## src/rtl/core/gtpie_pkg.sv

```systemverilog
// gtpie_pkg: types and constants shared by the gtpv2 ie tlv deframer core
// no dependencies; imported by gtpie_parser and gtpv2_ie_tlv_deframer_core
package gtpie_pkg;

  typedef enum logic [1:0] {
    CLS_HEADER  = 2'd0,
    CLS_VALUE   = 2'd1,
    CLS_DISCARD = 2'd2
  } byte_class_t;

  typedef enum logic [1:0] {
    STOP_NONE   = 2'd0,
    STOP_HEADER = 2'd1,
    STOP_VALUE  = 2'd2
  } stop_reason_t;

  typedef enum logic [2:0] {
    PH_TYPE   = 3'd0,
    PH_LEN_HI = 3'd1,
    PH_LEN_LO = 3'd2,
    PH_INST   = 3'd3,
    PH_VALUE  = 3'd4
  } phase_t;

  localparam logic [13:0] COUNT_MAX   = 14'h3FFF;
  localparam int          HDR_BYTES   = 4;
  localparam logic [7:0]  INST_MASK   = 8'h0F;
  localparam logic [7:0]  CR_MASK     = 8'h08;
  localparam int          OUT_TDATA_W = 72;

  typedef struct packed {
    byte_class_t  byte_class;
    stop_reason_t stop_reason;
    logic [7:0]   ie_type;
    logic [15:0]  ie_len;
    logic [3:0]   ie_instance;
    logic         cr_flag;
    logic [15:0]  value_index;
    logic [7:0]   value_byte;
    logic         ie_complete;
    logic [13:0]  ie_count;
    logic         buffer_end;
  } gtpie_result_t;

endpackage

```

## src/rtl/core/gtpie_parser.sv

```systemverilog
// gtpie_parser: per-buffer parse state and the classification logic for one item
// depends on gtpie_pkg; state advances only when step is high
module gtpie_parser #(
  parameter int LENGTH_BITS = 16
) (
  input  logic                    clk,
  input  logic                    rst_n,
  input  logic                    step,
  input  logic [7:0]              data_byte,
  input  logic                    first,
  input  logic [15:0]             buffer_length,
  output gtpie_pkg::gtpie_result_t result
);
  import gtpie_pkg::*;

  localparam int EW = ((LENGTH_BITS > 16) ? LENGTH_BITS : 16) + 2;

  logic [LENGTH_BITS-1:0] byte_offset_r, byte_offset_nxt;
  logic [LENGTH_BITS-1:0] total_length_r, total_length_nxt;
  phase_t                 phase_r, phase_nxt;
  logic [7:0]             held_type_r, held_type_nxt;
  logic [15:0]            held_length_r, held_length_nxt;
  logic [4:0]             held_inst_cr_r, held_inst_cr_nxt;
  logic [15:0]            value_counter_r, value_counter_nxt;
  stop_reason_t           stopped_r, stopped_nxt;
  logic [13:0]            accepted_r, accepted_nxt;

  logic [LENGTH_BITS-1:0] off;
  phase_t                 phase_cur;
  logic [15:0]            hl_cur;
  logic [15:0]            vc_cur;
  stop_reason_t           sr_cur;
  logic [13:0]            ac_cur;
  logic [EW-1:0]          off_e, tl_e;
  logic                   active;
  byte_class_t            cls;
  logic                   done;
  logic [15:0]            vidx;
  logic [7:0]             vbyte;

  always_comb begin
    total_length_nxt = first ? LENGTH_BITS'(buffer_length) : total_length_r;
    off              = first ? '0 : byte_offset_r;
    phase_cur        = first ? PH_TYPE : phase_r;
    held_type_nxt    = first ? 8'd0 : held_type_r;
    hl_cur           = first ? 16'd0 : held_length_r;
    held_inst_cr_nxt = first ? 5'd0 : held_inst_cr_r;
    vc_cur           = first ? 16'd0 : value_counter_r;
    sr_cur           = first ? STOP_NONE : stopped_r;
    ac_cur           = first ? 14'd0 : accepted_r;

    off_e  = EW'(off);
    tl_e   = EW'(total_length_nxt);
    active = (sr_cur == STOP_NONE) && (off < total_length_nxt);

    phase_nxt         = phase_cur;
    held_length_nxt   = hl_cur;
    value_counter_nxt = vc_cur;
    stopped_nxt       = sr_cur;
    accepted_nxt      = ac_cur;
    cls               = CLS_DISCARD;
    done              = 1'b0;
    vidx              = 16'd0;
    vbyte             = 8'd0;

    if (active) begin
      unique case (phase_cur)
        PH_TYPE: begin
          if (off_e + EW'(HDR_BYTES) > tl_e) begin
            stopped_nxt = STOP_HEADER;
          end else begin
            held_type_nxt    = data_byte;
            held_length_nxt  = 16'd0;
            held_inst_cr_nxt = 5'd0;
            phase_nxt        = PH_LEN_HI;
            cls              = CLS_HEADER;
          end
        end
        PH_LEN_HI: begin
          held_length_nxt = {data_byte, 8'd0};
          phase_nxt       = PH_LEN_LO;
          cls             = CLS_HEADER;
        end
        PH_LEN_LO: begin
          held_length_nxt = {hl_cur[15:8], data_byte};
          phase_nxt       = PH_INST;
          cls             = CLS_HEADER;
        end
        PH_INST: begin
          held_inst_cr_nxt = {data_byte[7:4] & INST_MASK[3:0], |(data_byte & CR_MASK)};
          cls              = CLS_HEADER;
          if (off_e + EW'(1) + EW'(hl_cur) > tl_e) begin
            stopped_nxt = STOP_VALUE;
          end else if (hl_cur == 16'd0) begin
            done      = 1'b1;
            phase_nxt = PH_TYPE;
            if (ac_cur != COUNT_MAX) accepted_nxt = ac_cur + 14'd1;
          end else begin
            value_counter_nxt = 16'd0;
            phase_nxt         = PH_VALUE;
          end
        end
        default: begin
          cls   = CLS_VALUE;
          vidx  = vc_cur;
          vbyte = data_byte;
          if ({1'b0, vc_cur} + 17'd1 >= {1'b0, hl_cur}) begin
            done              = 1'b1;
            value_counter_nxt = 16'd0;
            phase_nxt         = PH_TYPE;
            if (ac_cur != COUNT_MAX) accepted_nxt = ac_cur + 14'd1;
          end else begin
            value_counter_nxt = vc_cur + 16'd1;
          end
        end
      endcase
    end

    byte_offset_nxt = (off != '1) ? off + LENGTH_BITS'(1) : off;

    result             = '0;
    result.byte_class  = cls;
    result.stop_reason = stopped_nxt;
    result.ie_count    = accepted_nxt;
    result.buffer_end  = (off_e + EW'(1) == tl_e);
    if (cls != CLS_DISCARD) begin
      result.ie_type     = held_type_nxt;
      result.ie_len      = held_length_nxt;
      result.ie_instance = held_inst_cr_nxt[4:1];
      result.cr_flag     = held_inst_cr_nxt[0];
      result.value_index = vidx;
      result.value_byte  = vbyte;
      result.ie_complete = done;
    end
  end

  always_ff @(posedge clk) begin
    if (!rst_n) begin
      byte_offset_r   <= '0;
      total_length_r  <= '0;
      phase_r         <= PH_TYPE;
      held_type_r     <= 8'd0;
      held_length_r   <= 16'd0;
      held_inst_cr_r  <= 5'd0;
      value_counter_r <= 16'd0;
      stopped_r       <= STOP_NONE;
      accepted_r      <= 14'd0;
    end else if (step) begin
      byte_offset_r   <= byte_offset_nxt;
      total_length_r  <= total_length_nxt;
      phase_r         <= phase_nxt;
      held_type_r     <= held_type_nxt;
      held_length_r   <= held_length_nxt;
      held_inst_cr_r  <= held_inst_cr_nxt;
      value_counter_r <= value_counter_nxt;
      stopped_r       <= stopped_nxt;
      accepted_r      <= accepted_nxt;
    end
  end

endmodule

```

## src/rtl/core/gtpv2_ie_tlv_deframer_core.sv

```systemverilog
// gtpv2_ie_tlv_deframer_core: top level, input register, parser and result register
// depends on gtpie_pkg and gtpie_parser
//
// One byte of a GTPv2 IE buffer enters per item and one tagged result leaves per item.
// The core sustains one item per clock unless a low out_tready holds it: an input register
// feeds the parser, whose short logic updates the parse state as the item moves into
// the result register, so the result of an item passes the input register and then the
// result register. The result register holds while out_tready is low and the input register
// still takes one more item behind it. The first byte of a buffer (in_tuser high) brings
// the buffer length and restarts parsing; out_tlast marks the last byte of the buffer.
module gtpv2_ie_tlv_deframer_core #(
  parameter int LENGTH_BITS = 16
) (
  input  logic        clk,
  input  logic        rst_n,
  input  logic        in_tvalid,
  output logic        in_tready,
  input  logic [23:0] in_tdata,   // data_byte[7:0], buffer_length[23:8]
  input  logic        in_tuser,   // first
  output logic        out_tvalid,
  input  logic        out_tready,
  // stop_reason[1:0], ie_type[9:2], ie_len[25:10], ie_instance[29:26], cr_flag[30],
  // value_index[46:31], value_byte[54:47], ie_complete[55], ie_count[69:56], zero[71:70]
  output logic [71:0] out_tdata,
  output logic [1:0]  out_tuser,  // byte_class
  output logic        out_tlast   // buffer_end
);
  import gtpie_pkg::*;

  logic          in_valid_r;
  logic [7:0]    in_byte_r;
  logic          in_first_r;
  logic [15:0]   in_blen_r;
  logic          out_valid_r;
  gtpie_result_t out_res_r;
  gtpie_result_t res;
  logic          advance;

  assign advance   = in_valid_r && (!out_valid_r || out_tready);
  assign in_tready = !in_valid_r || advance;

  always_ff @(posedge clk) begin
    if (!rst_n) begin
      in_valid_r <= 1'b0;
    end else if (in_tready) begin
      in_valid_r <= in_tvalid;
    end
  end

  always_ff @(posedge clk) begin
    if (in_tready && in_tvalid) begin
      in_byte_r  <= in_tdata[7:0];
      in_blen_r  <= in_tdata[23:8];
      in_first_r <= in_tuser;
    end
  end

  gtpie_parser #(
    .LENGTH_BITS(LENGTH_BITS)
  ) u_parser (
    .clk          (clk),
    .rst_n        (rst_n),
    .step         (advance),
    .data_byte    (in_byte_r),
    .first        (in_first_r),
    .buffer_length(in_blen_r),
    .result       (res)
  );

  always_ff @(posedge clk) begin
    if (!rst_n) begin
      out_valid_r <= 1'b0;
    end else if (advance) begin
      out_valid_r <= 1'b1;
    end else if (out_tready) begin
      out_valid_r <= 1'b0;
    end
  end

  always_ff @(posedge clk) begin
    if (advance) begin
      out_res_r <= res;
    end
  end

  assign out_tvalid = out_valid_r;
  assign out_tuser  = out_res_r.byte_class;
  assign out_tlast  = out_res_r.buffer_end;
  assign out_tdata  = {
    (OUT_TDATA_W - 70)'(0),
    out_res_r.ie_count,
    out_res_r.ie_complete,
    out_res_r.value_byte,
    out_res_r.value_index,
    out_res_r.cr_flag,
    out_res_r.ie_instance,
    out_res_r.ie_len,
    out_res_r.ie_type,
    out_res_r.stop_reason
  };

endmodule
```

## config.mk

```make
export PLATFORM = sky130hd
export DESIGN_NAME = gtpv2_ie_tlv_deframer_core
export DESIGN_NICKNAME = d
export VERILOG_FILES = /design/src/rtl/core/gtpie_pkg.sv /design/src/rtl/core/gtpie_parser.sv /design/src/rtl/core/gtpv2_ie_tlv_deframer_core.sv
export SDC_FILE = /design/constraint.sdc
export NUM_CORES = 1
export LEC_CHECK = 0
export ABC_AREA = 0
export ABC_CLOCK_PERIOD_IN_PS = 17850
export BUFFER_PORTS_ARGS = -buffer_cell sky130_fd_sc_hd__buf_2
export CORE_ASPECT_RATIO = 1.5
export CORE_MARGIN = 3
export CORE_UTILIZATION = 34
export DETAILED_ROUTE_END_ITERATION = 12
export HOLD_SLACK_MARGIN = 0.08
export PLACE_DENSITY = 0.5
export SLEW_MARGIN = 5
export SYNTH_ARGS = -nofsm -noshare
export SYNTH_HDL_FRONTEND = slang
export SYNTH_HIERARCHICAL = 1
export SYNTH_SLANG_ARGS = --single-unit
```

## constraint.sdc

```tcl
create_clock -name clk -period 17.85 [get_ports clk]
set_input_delay 3.57 -clock clk [delete_from_list [all_inputs] [get_ports clk]]
set_output_delay 3.57 -clock clk [all_outputs]
set_load 0.05 [all_outputs]
```

==> flow_summary_export.csv, run 1 <==
group,metric,value,unit
synthesis,netlist_instances,1301,
power_and_ir_drop,p_leak,0.00529,µW
critical_path,r2r_cells,22,
clock_network,htree_levels,4,
clock_network,cts-resized-gates,0,
timing,fmax,0.131,GHz
timing,maxSlewHeadroom,0.263,
critical_path,cp_cell_sequence,"buf_2, nand3b_4, buf_2",
floorplanning,dieArea,37600,µm²
clock_network,post-cts-setup-buffers,0,
critical_path,critical-path-top-delay-family,"buffers and inverters",
synthesis,avgSynthCellArea,9.21,µm²
timing,skew,0.0153,ns
critical_path,path_common_cell,"buf_2",
synthesis,yosysMostFrequentCell,"nor2_1",
clock_network,cts_tree,"yes",
power_and_ir_drop,powerDensity,78.4,nW/µm²
global_routing,grt_pass1_wl,57.2,mm
synthesis,synth_edf_count,98,
detailed_routing,drtIter0Drc,647,
synthesis,synth_seq_cells,196,
worst_hold_path,hold_path_class,"register to register",
clock_network,numCtsBuffers,17,
critical_path,required,14.28,ns
clock_network,clock_path_buffers,2,
timing,period_share,0.428,
critical_path,startpoint_type,"input port",
place,gp_congestion,0.865,
timing,finalMaxSlewViolations,0,
global_routing,grt-ovfl-total,0,
critical_path,reg2reg_slack,10.78,ns
timing,worst_slew_pin_slew,1.11,ns
detailed_routing,wire_per_inst,19.9,µm
synthesis,synth_area_leaders,"edfxtp_1 25%, dfxtp_1 16%, ha_1 8.5%, nor2_1 3.5%, nand2_1 3.3%",
synthesis,synthTopCellsByCount,"111 x nor2_1, 106 x nand2_1, 98 x dfxtp_1, 98 x edfxtp_1, 81 x ha_1",
global_routing,antenna_found_initial,0,
place,dpl.hpwl,26.7,mm
critical_path,slowest_delay,0.26,ns
floorplanning,die_w,159,µm
critical_path,cp.depth,3,
critical_path,worst-path-buf-inv,2,
timing,holdWs,0.478,ns
job,maxCapViolCount,0,
detailed_routing,drc_errors,0,
run_status,outcome,"complete, no violations",
global_routing,grt_max_degree,61,
layout,final_layout_size_suffix_gt1_frac,0.132,
synthesis,yosys_warnings,6,
floorplanning,io_pins,106,
synthesis,synth_area,12000,µm²
synthesis,synth_ff_type,"edfxtp_1",
detailed_routing,drt_pass1_iterations,5,
critical_path,cp_max_fo,2,
floorplanning,rows,83,
floorplanning,die_h,236,µm
timing,tns,0,ns
clock_network,clk_latency,0.46,ns
floorplanning,start_util,0.348,
clock_network,root_buffer,"clkbuf_16",
floorplanning,core,34500,µm²
detailed_routing,wl,36.6,mm
critical_path,cp_slowest_cell,"buf_2",
clock_network,clock-sinks,196,
synthesis,async_reset_ff_frac,0,
place,io_buffers,103,
clock_network,ctsHoldBuffers,0,
synthesis,synthDistinctLibCells,88,
detailed_routing,viasPerCell,5.56,
worst_hold_path,min_path_cells,2,
global_routing,grt_use_total,0.193,
synthesis,synth_top_area_frac,0.245,
detailed_routing,vias,10200,
layout,layout.nets,1473,
timing,setup_viol,0,
synthesis,yosysTopAreaCell,"edfxtp_1",
power_and_ir_drop,vdd_drop_max,48.6,µV
critical_path,endpoint_kind,"output port",
synthesis,ys_seq_area_frac,0.409,
critical_path,path_class,"input port to output port",
timing,rsz0062_at_grt,"false",
clock_network,clkSlewWorstSetupHoldPaths,0.07,ns
layout,syn_to_final_growth,12.3,%
global_routing,first_global_vias,10300,
detailed_routing,ant_nets,0,
critical_path,arrival,4.07,ns
timing,finalCriticalPeriod,7.64,ns
layout,antennaDiodeCount,0,
timing,final_hold_viol_count,0,
==> metrics by stage <==
stage | total power, µW | util | setup slack (ns) | instance area [µm²] | instances
finish | 1060 | 0.391 | 10.21 | 13500 | 1842
global route | 1100 | 0.391 | 10.19 | 13500 | 1842
CTS | 1070 | 0.391 | 10.21 | 13500 | 1842
detailed placement | 677 | 0.374 | 10.21 | 12900 | 1810
global placement | 676 | 0.374 | 10.21 | 12900 | 1810
floorplan | 629 | - | 9.53 | 12000 | 1302
==> worst reg2reg max path, stage by stage, from the launching register on <==
cell and delay (ns):
edfxtp_1 0.34, buf_4 0.47, buf_4 0.63, inv_1 0.26, buf_4 0.33, nand2_1 0.17
inv_1 0.12, ha_1 0.25, fa_1 0.43, a211oi_1 0.38, o211ai_1 0.21, a31oi_1 0.32
a21oi_1 0.13, xor2_1 0.17, ha_1 0.32, nand4_1 0.09, nor2_1 0.08, or2_2 0.29
a32o_1 0.30, a221oi_2 0.42, o21ai_2 0.41, o31a_1 0.43, or2_2 0.29
==> cells by family after synthesis <==
group / after synthesis / synth area share
AOI/OAI and AO/OA: 318 / 0.180
xor gates and xnor gates: 68 / 0.0497
adders and majority gates: 82 / 0.0862
buffers and inverters: 120 / 0.0421
DFF: 196 / 0.409
muxes: 21 / 0.0180
other: 1 / 0.000313
and+or+nand+nor: 495 / 0.214
==> layout make-up <==
type / instances / area (µm²)
flip-flops and latches: 196 / 4900
well taps: 467 / 584
clock buffers: 18 / 439
repair buffers: 121 / 651
fillers: 3510 / 21000
inverters: 40 / 151
clock inverters: 14 / 141
multi-input cells: 986 / 6590
==> cell usage in the layout (no fill, tap or decap), types with 12 or more instances in the layout <==
cell type / synthesis / final
a32oi_1: 19 / 19
ha_1: 81 / 81
xnor2_1: 39 / 39
buf_4: 3 / 18
clkbuf_16: 0 / 17
edfxtp_1: 98 / 98
nor4_1: 13 / 13
dfxtp_1: 98 / 98
nand2_1: 106 / 106
o21ai_0: 69 / 69
and3_1: 15 / 15
nand4_1: 26 / 26
buf_2: 15 / 103
nor2_1: 111 / 111
inv_1: 39 / 39
nand2b_1: 12 / 12
a211oi_1: 25 / 25
xor2_1: 29 / 29
nand3_1: 62 / 62
and2_1: 32 / 32
nor3_1: 31 / 31
o22ai_1: 13 / 13
a22oi_1: 17 / 17
mux2i_1: 17 / 17
nor2b_1: 40 / 39
a21oi_1: 67 / 66
a31oi_1: 14 / 14
==> where the power goes <==
group,internal [µW],switching [µW]
registers,491,13.3
clock network,201,189
logic,46.4,115
total,739,318
==> final timing paths <==
kind / startpoint / end
max: out_tready / in_tready
min: u_parser/held_type_r[3] / u_parser/held_type_r[3]
max reg2reg: in_first_r / out_tdata[61]
min reg2reg: u_parser/held_type_r[3] / u_parser/held_type_r[3]
==> per-layer routing <==
metal / share of wire / up-vias / GRT usage
met3: 0.032 / 76 / 0.0260
met4: 0.045 / 0 / 0.0934
li1: - / 4950 / -
met2: 0.54 / 252 / 0.364
met1: 0.39 / 4956 / 0.211
met5: 0 / - / 0
==> sequential cells by signal (all words and copies together), names as in the netlist, 5 cells and up <==
name                      flops
in_byte_r                     8
u_parser/byte_offset_r       16
u_parser/total_length_r      16
u_parser/held_inst_cr_r       5
u_parser/held_type_r          8
in_blen_r                    16
u_parser/held_length_r       16
u_parser/accepted_r          14
out_tdata                    70
u_parser/value_counter_r     16
(Power assumes the default switching activity.)
==> inputs of run 2 (changes only) <==
- ABC_CLOCK_PERIOD_IN_PS: 17850 -> 7700
- clock period: 17.85 -> 7.7 ns (I/O delays scaled with it)
==> flow_summary_export.csv, run 2 (same netlist as run 1, synthesis figures left out) <==
group,metric,value,unit
timing,final_hold_viol_count,0,
detailed_routing,drc_errors,0,
run_status,outcome,"complete, no violations",
clock_network,cts_tree,"yes",
worst_hold_path,hold_path_class,"register to register",
detailed_routing,vias,10300,
timing,finalMaxSlewViolations,0,
clock_network,post-cts-setup-buffers,0,
floorplanning,die_w,159,µm
critical_path,timing.rr.start,"in_first_r",
critical_path,r2r_cells,20,
floorplanning,start_util,0.348,
layout,layout.nets,1477,
detailed_routing,wl,37.6,mm
detailed_routing,ant_nets,0,
critical_path,endpoint_kind,"register",
timing,setup_viol,0,
global_routing,first_global_vias,10200,
critical_path,required,7.91,ns
clock_network,cts-resized-gates,0,
place,gp_congestion,0.907,
timing,rsz0062_at_grt,"false",
layout,largest_reg_flops,70,
timing,skew,0.00932,ns
layout,final_layout_size_suffix_gt1_frac,0.136,
critical_path,crit_start,"in_first_r",
detailed_routing,drt_pass1_iterations,7,
timing,period_share,0.834,
layout,final_common_cell,"nor2_1",
clock_network,htree_levels,4,
timing,worst_slew_pin_slew,1.08,ns
timing,maxSlewHeadroom,0.279,
clock_network,clkSlewWorstSetupHoldPaths,0.07,ns
floorplanning,rows,83,
detailed_routing,drtIter0Drc,721,
power_and_ir_drop,powerDensity,184,nW/µm²
detailed_routing,wire_per_inst,20.4,µm
timing,fmax,0.156,GHz
clock_network,clock_path_buffers,2,
clock_network,root_buffer,"clkbuf_16",
power_and_ir_drop,p_leak,0.00532,µW
critical_path,arrival,6.63,ns
global_routing,grt_use_total,0.197,
global_routing,antenna_found_initial,0,
detailed_routing,viasPerCell,5.57,
timing,holdWs,0.484,ns
place,io_buffers,103,
global_routing,grt-ovfl-total,0,
place,dpl.hpwl,27.5,mm
clock_network,clock-sinks,196,
critical_path,reg2reg_slack,1.28,ns
critical_path,crit_end,"out_tdata[61]",
floorplanning,die_h,236,µm
clock_network,numCtsBuffers,17,
global_routing,grt_max_degree,75,
power_and_ir_drop,vdd_drop_max,136,µV
job,maxCapViolCount,0,
layout,syn_to_final_growth,13.0,%
clock_network,clk_latency,0.46,ns
critical_path,r2r-end,"out_tdata[61]",
power_and_ir_drop,total_power,2500,µW
layout,antennaDiodeCount,0,
critical_path,path_class,"register to register",
timing,finalCriticalPeriod,6.42,ns
global_routing,grt_pass1_wl,58.0,mm
floorplanning,io_pins,106,
floorplanning,dieArea,37600,µm²
timing,tns,0,ns
floorplanning,core,34500,µm²
critical_path,startpoint_type,"register",
clock_network,ctsHoldBuffers,0,
critical_path,cp_max_fo,26,
layout,layout_common_cells,"111 x nor2_1, 106 x nand2_1, 103 x buf_2, 98 x edfxtp_1, 98 x dfxtp_1",
run 2: stage by stage:
| stage | std cells | cell area (µm²) | util | worst slack (ns) |
|---|---|---|---|---|
| floorplan | 1302 | 12000 | - | 1.41 |
| global placement | 1814 | 12900 | 0.375 | 1.45 |
| detailed placement | 1814 | 12900 | 0.375 | 1.36 |
| CTS | 1846 | 13600 | 0.393 | 1.35 |
| global route | 1846 | 13600 | 0.393 | 0.855 |
| finish | 1846 | 13600 | 0.393 | 1.28 |
run 2: worst min path at each step:
stage | from | slack (ns) | cells after the start | end
floorplan | u_parser/held_type_r[1] | 0.45 | 2 | u_parser/held_type_r[1]
global placement | u_parser/held_type_r[1] | 0.46 | 2 | u_parser/held_type_r[1]
detailed placement | u_parser/held_type_r[1] | 0.47 | 2 | u_parser/held_type_r[1]
CTS | u_parser/held_type_r[1] | 0.48 | 2 | u_parser/held_type_r[1]
global route | u_parser/held_type_r[3] | 0.50 | 2 | u_parser/held_type_r[3]
finish | u_parser/total_length_r[0] | 0.48 | 2 | u_parser/total_length_r[0]
run 2: area by class of cell:
type	instances	area (µm²)
inverter	40	150
clock buffer	17	425
sequential	196	4900
tap	467	584
timing repair buffer	125	706
multi-input combinational	986	6590
clock inverter	15	188
fill	3511	20900
run 2: report_power, final:
part           total, µW  switching, µW  internal, µW
combinational        383            271           112
clock                945            477           468
sequential          1170           33.0          1140
run 2: per-layer routing:
layer,up-vias,track usage,share of wire
met1,4989,0.214,0.39
met2,264,0.369,0.53
li1,4955,-,-
met4,0,0.0887,0.042
met5,-,0,0
met3,70,0.0355,0.036
run 2: worst max-delay path: stages (launching register included):
cell and delay (ns):
edfxtp_1 0.47, buf_4 0.26, and4b_1 0.45, and2_1 0.24, nand3_1 0.21, o21ai_0 0.41, ha_1 0.32, o21ai_0 0.11
nor2_1 0.25, o211ai_1 0.17, o31ai_1 0.58, xor2_1 0.15, ha_1 0.33, nand4_1 0.09, nor2_1 0.06, or2_2 0.27
a32o_1 0.29, a221oi_2 0.40, o21ai_2 0.38, o31a_1 0.42, or2_2 0.29
==> inputs of run 3 (changes only) <==
- ABC_CLOCK_PERIOD_IN_PS: 7700 -> 5300
- PLACE_DENSITY: 0.5 -> 0.52
- clock period: 7.7 -> 5.3 ns (I/O delays scaled with it)
==> flow_summary_export.csv, run 3 (same netlist as run 1, synthesis figures left out) <==
group,metric,value,unit
detailed_routing,viasPerCell,5.50,
timing,worst_slew_pin_slew,1.07,ns
timing,maxSlewHeadroom,0.285,
timing,fmax,0.189,GHz
floorplanning,dieArea,37600,µm²
clock_network,ctsHoldBuffers,0,
clock_network,clkSlewWorstSetupHoldPaths,0.08,ns
timing,finalCriticalPeriod,5.30,ns
floorplanning,die_h,236,µm
critical_path,path_class,"register to register",
global_routing,grt_pass1_wl,59.8,mm
power_and_ir_drop,powerDensity,253,nW/µm²
critical_path,required,5.66,ns
worst_hold_path,hold_path_class,"register to register",
clock_network,root_buffer,"clkbuf_16",
floorplanning,die_w,159,µm
detailed_routing,drt_pass1_iterations,5,
detailed_routing,wire_per_inst,20.1,µm
floorplanning,core,34500,µm²
timing,finalMaxSlewViolations,0,
timing,rsz0062_at_grt,"true",
floorplanning,start_util,0.348,
critical_path,startpoint_type,"register",
job,maxCapViolCount,0,
clock_network,htree_levels,4,
clock_network,clk_latency,0.47,ns
run_status,outcome,"finished, violations left",
detailed_routing,wl,39.3,mm
global_routing,antenna_found_initial,1,
power_and_ir_drop,p_leak,0.00595,µW
critical_path,critical-path-top-delay-family,"compound AO/OA/AOI/OAI gates",
detailed_routing,drtIter0Drc,626,
power_and_ir_drop,total_power,3730,µW
critical_path,worst-path-buf-inv,3,
critical_path,arrival,5.66,ns
clock_network,clock-sinks,196,
floorplanning,io_pins,106,
place,io_buffers,103,
critical_path,endpoint_kind,"register",
critical_path,r2r-end,"u_parser/accepted_r[2]",
global_routing,first_global_vias,10600,
detailed_routing,drc_errors,0,
layout,layout.nets,1585,
worst_hold_path,min_from,"u_parser/held_type_r[2]",
critical_path,cp_cell_sequence,"buf_6, and4b_1, buf_4, nand4_4, nor3_2, xor2_1, ha_1, a21o_1, a21oi_2, o21a_1, o31ai_4, xor2_1, ha_1, nand4_1, nor2_2, nand4_1, a32o_2, a221oi_4, o21ai_4, buf_6, o311a_1, o31a_1",
global_routing,globalRoute.busiestLayer,"met2",
clock_network,cts_tree,"yes",
timing,holdWs,0.480,ns
clock_network,clock_path_buffers,2,
detailed_routing,vias,10800,
critical_path,reg2reg_slack,-0.0008,ns
critical_path,cp_max_fo,7,
worst_hold_path,min_path_cells,2,
layout,layout_common_cells,"121 x buf_4, 107 x nor2_1, 105 x nand2_1, 103 x buf_2",
timing,setup_viol,1,
critical_path,timing.rr.start,"in_first_r",
global_routing,grt-ovfl-total,0,
timing,period_share,1.00,
layout,final_common_cell,"buf_4",
layout,largest_reg_flops,70,
global_routing,met1_usage,0.222,
run_status,violations,"negative setup slack",
floorplanning,rows,83,
global_routing,grt_max_degree,108,
critical_path,slowest_delay,0.44,ns
global_routing,grt_use_total,0.204,
critical_path,cp_slowest_cell,"edfxtp_1",
global_routing,grt_use_met3,0.0362,
place,gp_congestion,0.931,
place,dpl.hpwl,28.9,mm
detailed_routing,ant_nets,0,
layout,final_layout_size_suffix_gt1_frac,0.230,
global_routing,grt_util_met2,0.376,
critical_path,r2r_cells,22,
timing,layout_setup_ws,-0.000760,ns
layout,syn_to_final_growth,23.2,%
clock_network,numCtsBuffers,17,
timing,final_hold_viol_count,0,
worst_hold_path,holdPathEnd,"u_parser/held_type_r[2]",
power_and_ir_drop,vdd_drop_max,228,µV
timing,skew,0.0138,ns
==> run 3: cell types whose count changed in the layout (fill, tap and decap cells not counted), sizes merged <==
cell | before | now
buf | 125 | 232
inv | 47 | 46
bufinv | 1 | 3
clkinv | 5 | 3
diode | 0 | 1
clkbuf | 17 | 19
==> run 3: how the worst max path moves through the flow <==
| stage | startpoint | to | slack [ns] | depth (start not counted) |
|---|---|---|---|---|
| 3_5_place_dp | in_first_r | u_parser/accepted_r[9] | -0.03 | 23 |
| 6_report | in_first_r | u_parser/accepted_r[2] | -0.0008 | 22 |
| 2_1_floorplan | in_first_r | out_tdata[65] | 0.0008 | 27 |
| 4_1_cts | in_first_r | u_parser/accepted_r[9] | 0.01 | 22 |
| 3_3_place_gp | in_first_r | u_parser/accepted_r[7] | 0.03 | 22 |
| 5_1_grt | in_first_r | u_parser/accepted_r[2] | -0.23 | 23 |
==> run 3: timing repair <==
| item | in CTS | in global routing |
|---|---|---|
| setup buffers | 3 | 16 |
| gates cloned | 0 | 1 |
| endpoints found under the setup margin | 12 | 44 |
| pin swaps | 0 | 42 |
| resized for setup | 4 | 67 |
==> run 3: power breakdown <==
part	switching, µW	internal, µW	leakage [µW]
clock	652	773	0.000305
combinational	416	197	0.00390
sequential	42.3	1650	0.00175
total	1110	2620	0.00595
==> run 3: area by class of cell <==
class	count	area [µm²]
Inverter	40	151
Sequential cell	196	4900
Clock inverter	14	190
Tap cell	467	584
Fill cell	3421	19700
Timing Repair Buffer	233	1560
Multi-Input combinational cell	986	6940
Antenna cell	1	2.50
Clock buffer	18	439
==> run 3: metrics by stage <==
stage                     setup TNS, ns  area (µm²)  worst slack [ns]  std cells   util
after floorplan                       0       12000          0.000829       1302      -
after global placement                0       13600            0.0342       1902  0.394
after detailed placement         -0.105       13600           -0.0301       1902  0.394
after CTS                             0       14300            0.0116       1937  0.414
after global routing              -3.40       14800            -0.234       1954  0.428
final                         -0.000760       14800         -0.000760       1955  0.428
==> run 3: worst reg2reg max path, stage by stage (launching register included) <==
cell and delay [ns]:
edfxtp_1 0.44, buf_6 0.16, and4b_1 0.27, buf_4 0.13, nand4_4 0.10, nor3_2 0.18, xor2_1 0.28, ha_1 0.31
a21o_1 0.21, a21oi_2 0.15, o21a_1 0.22, o31ai_4 0.10, xor2_1 0.17, ha_1 0.32, nand4_1 0.12, nor2_2 0.20
nand4_1 0.11, a32o_2 0.31, a221oi_4 0.40, o21ai_4 0.19, buf_6 0.17, o311a_1 0.34, o31a_1 0.30
==> run 3: per-layer routing <==
layer	routed length, µm	part of all wire
met5	0	0
met4	2080	0.053
met3	1370	0.035
met2	21000	0.53
met1	14800	0.38
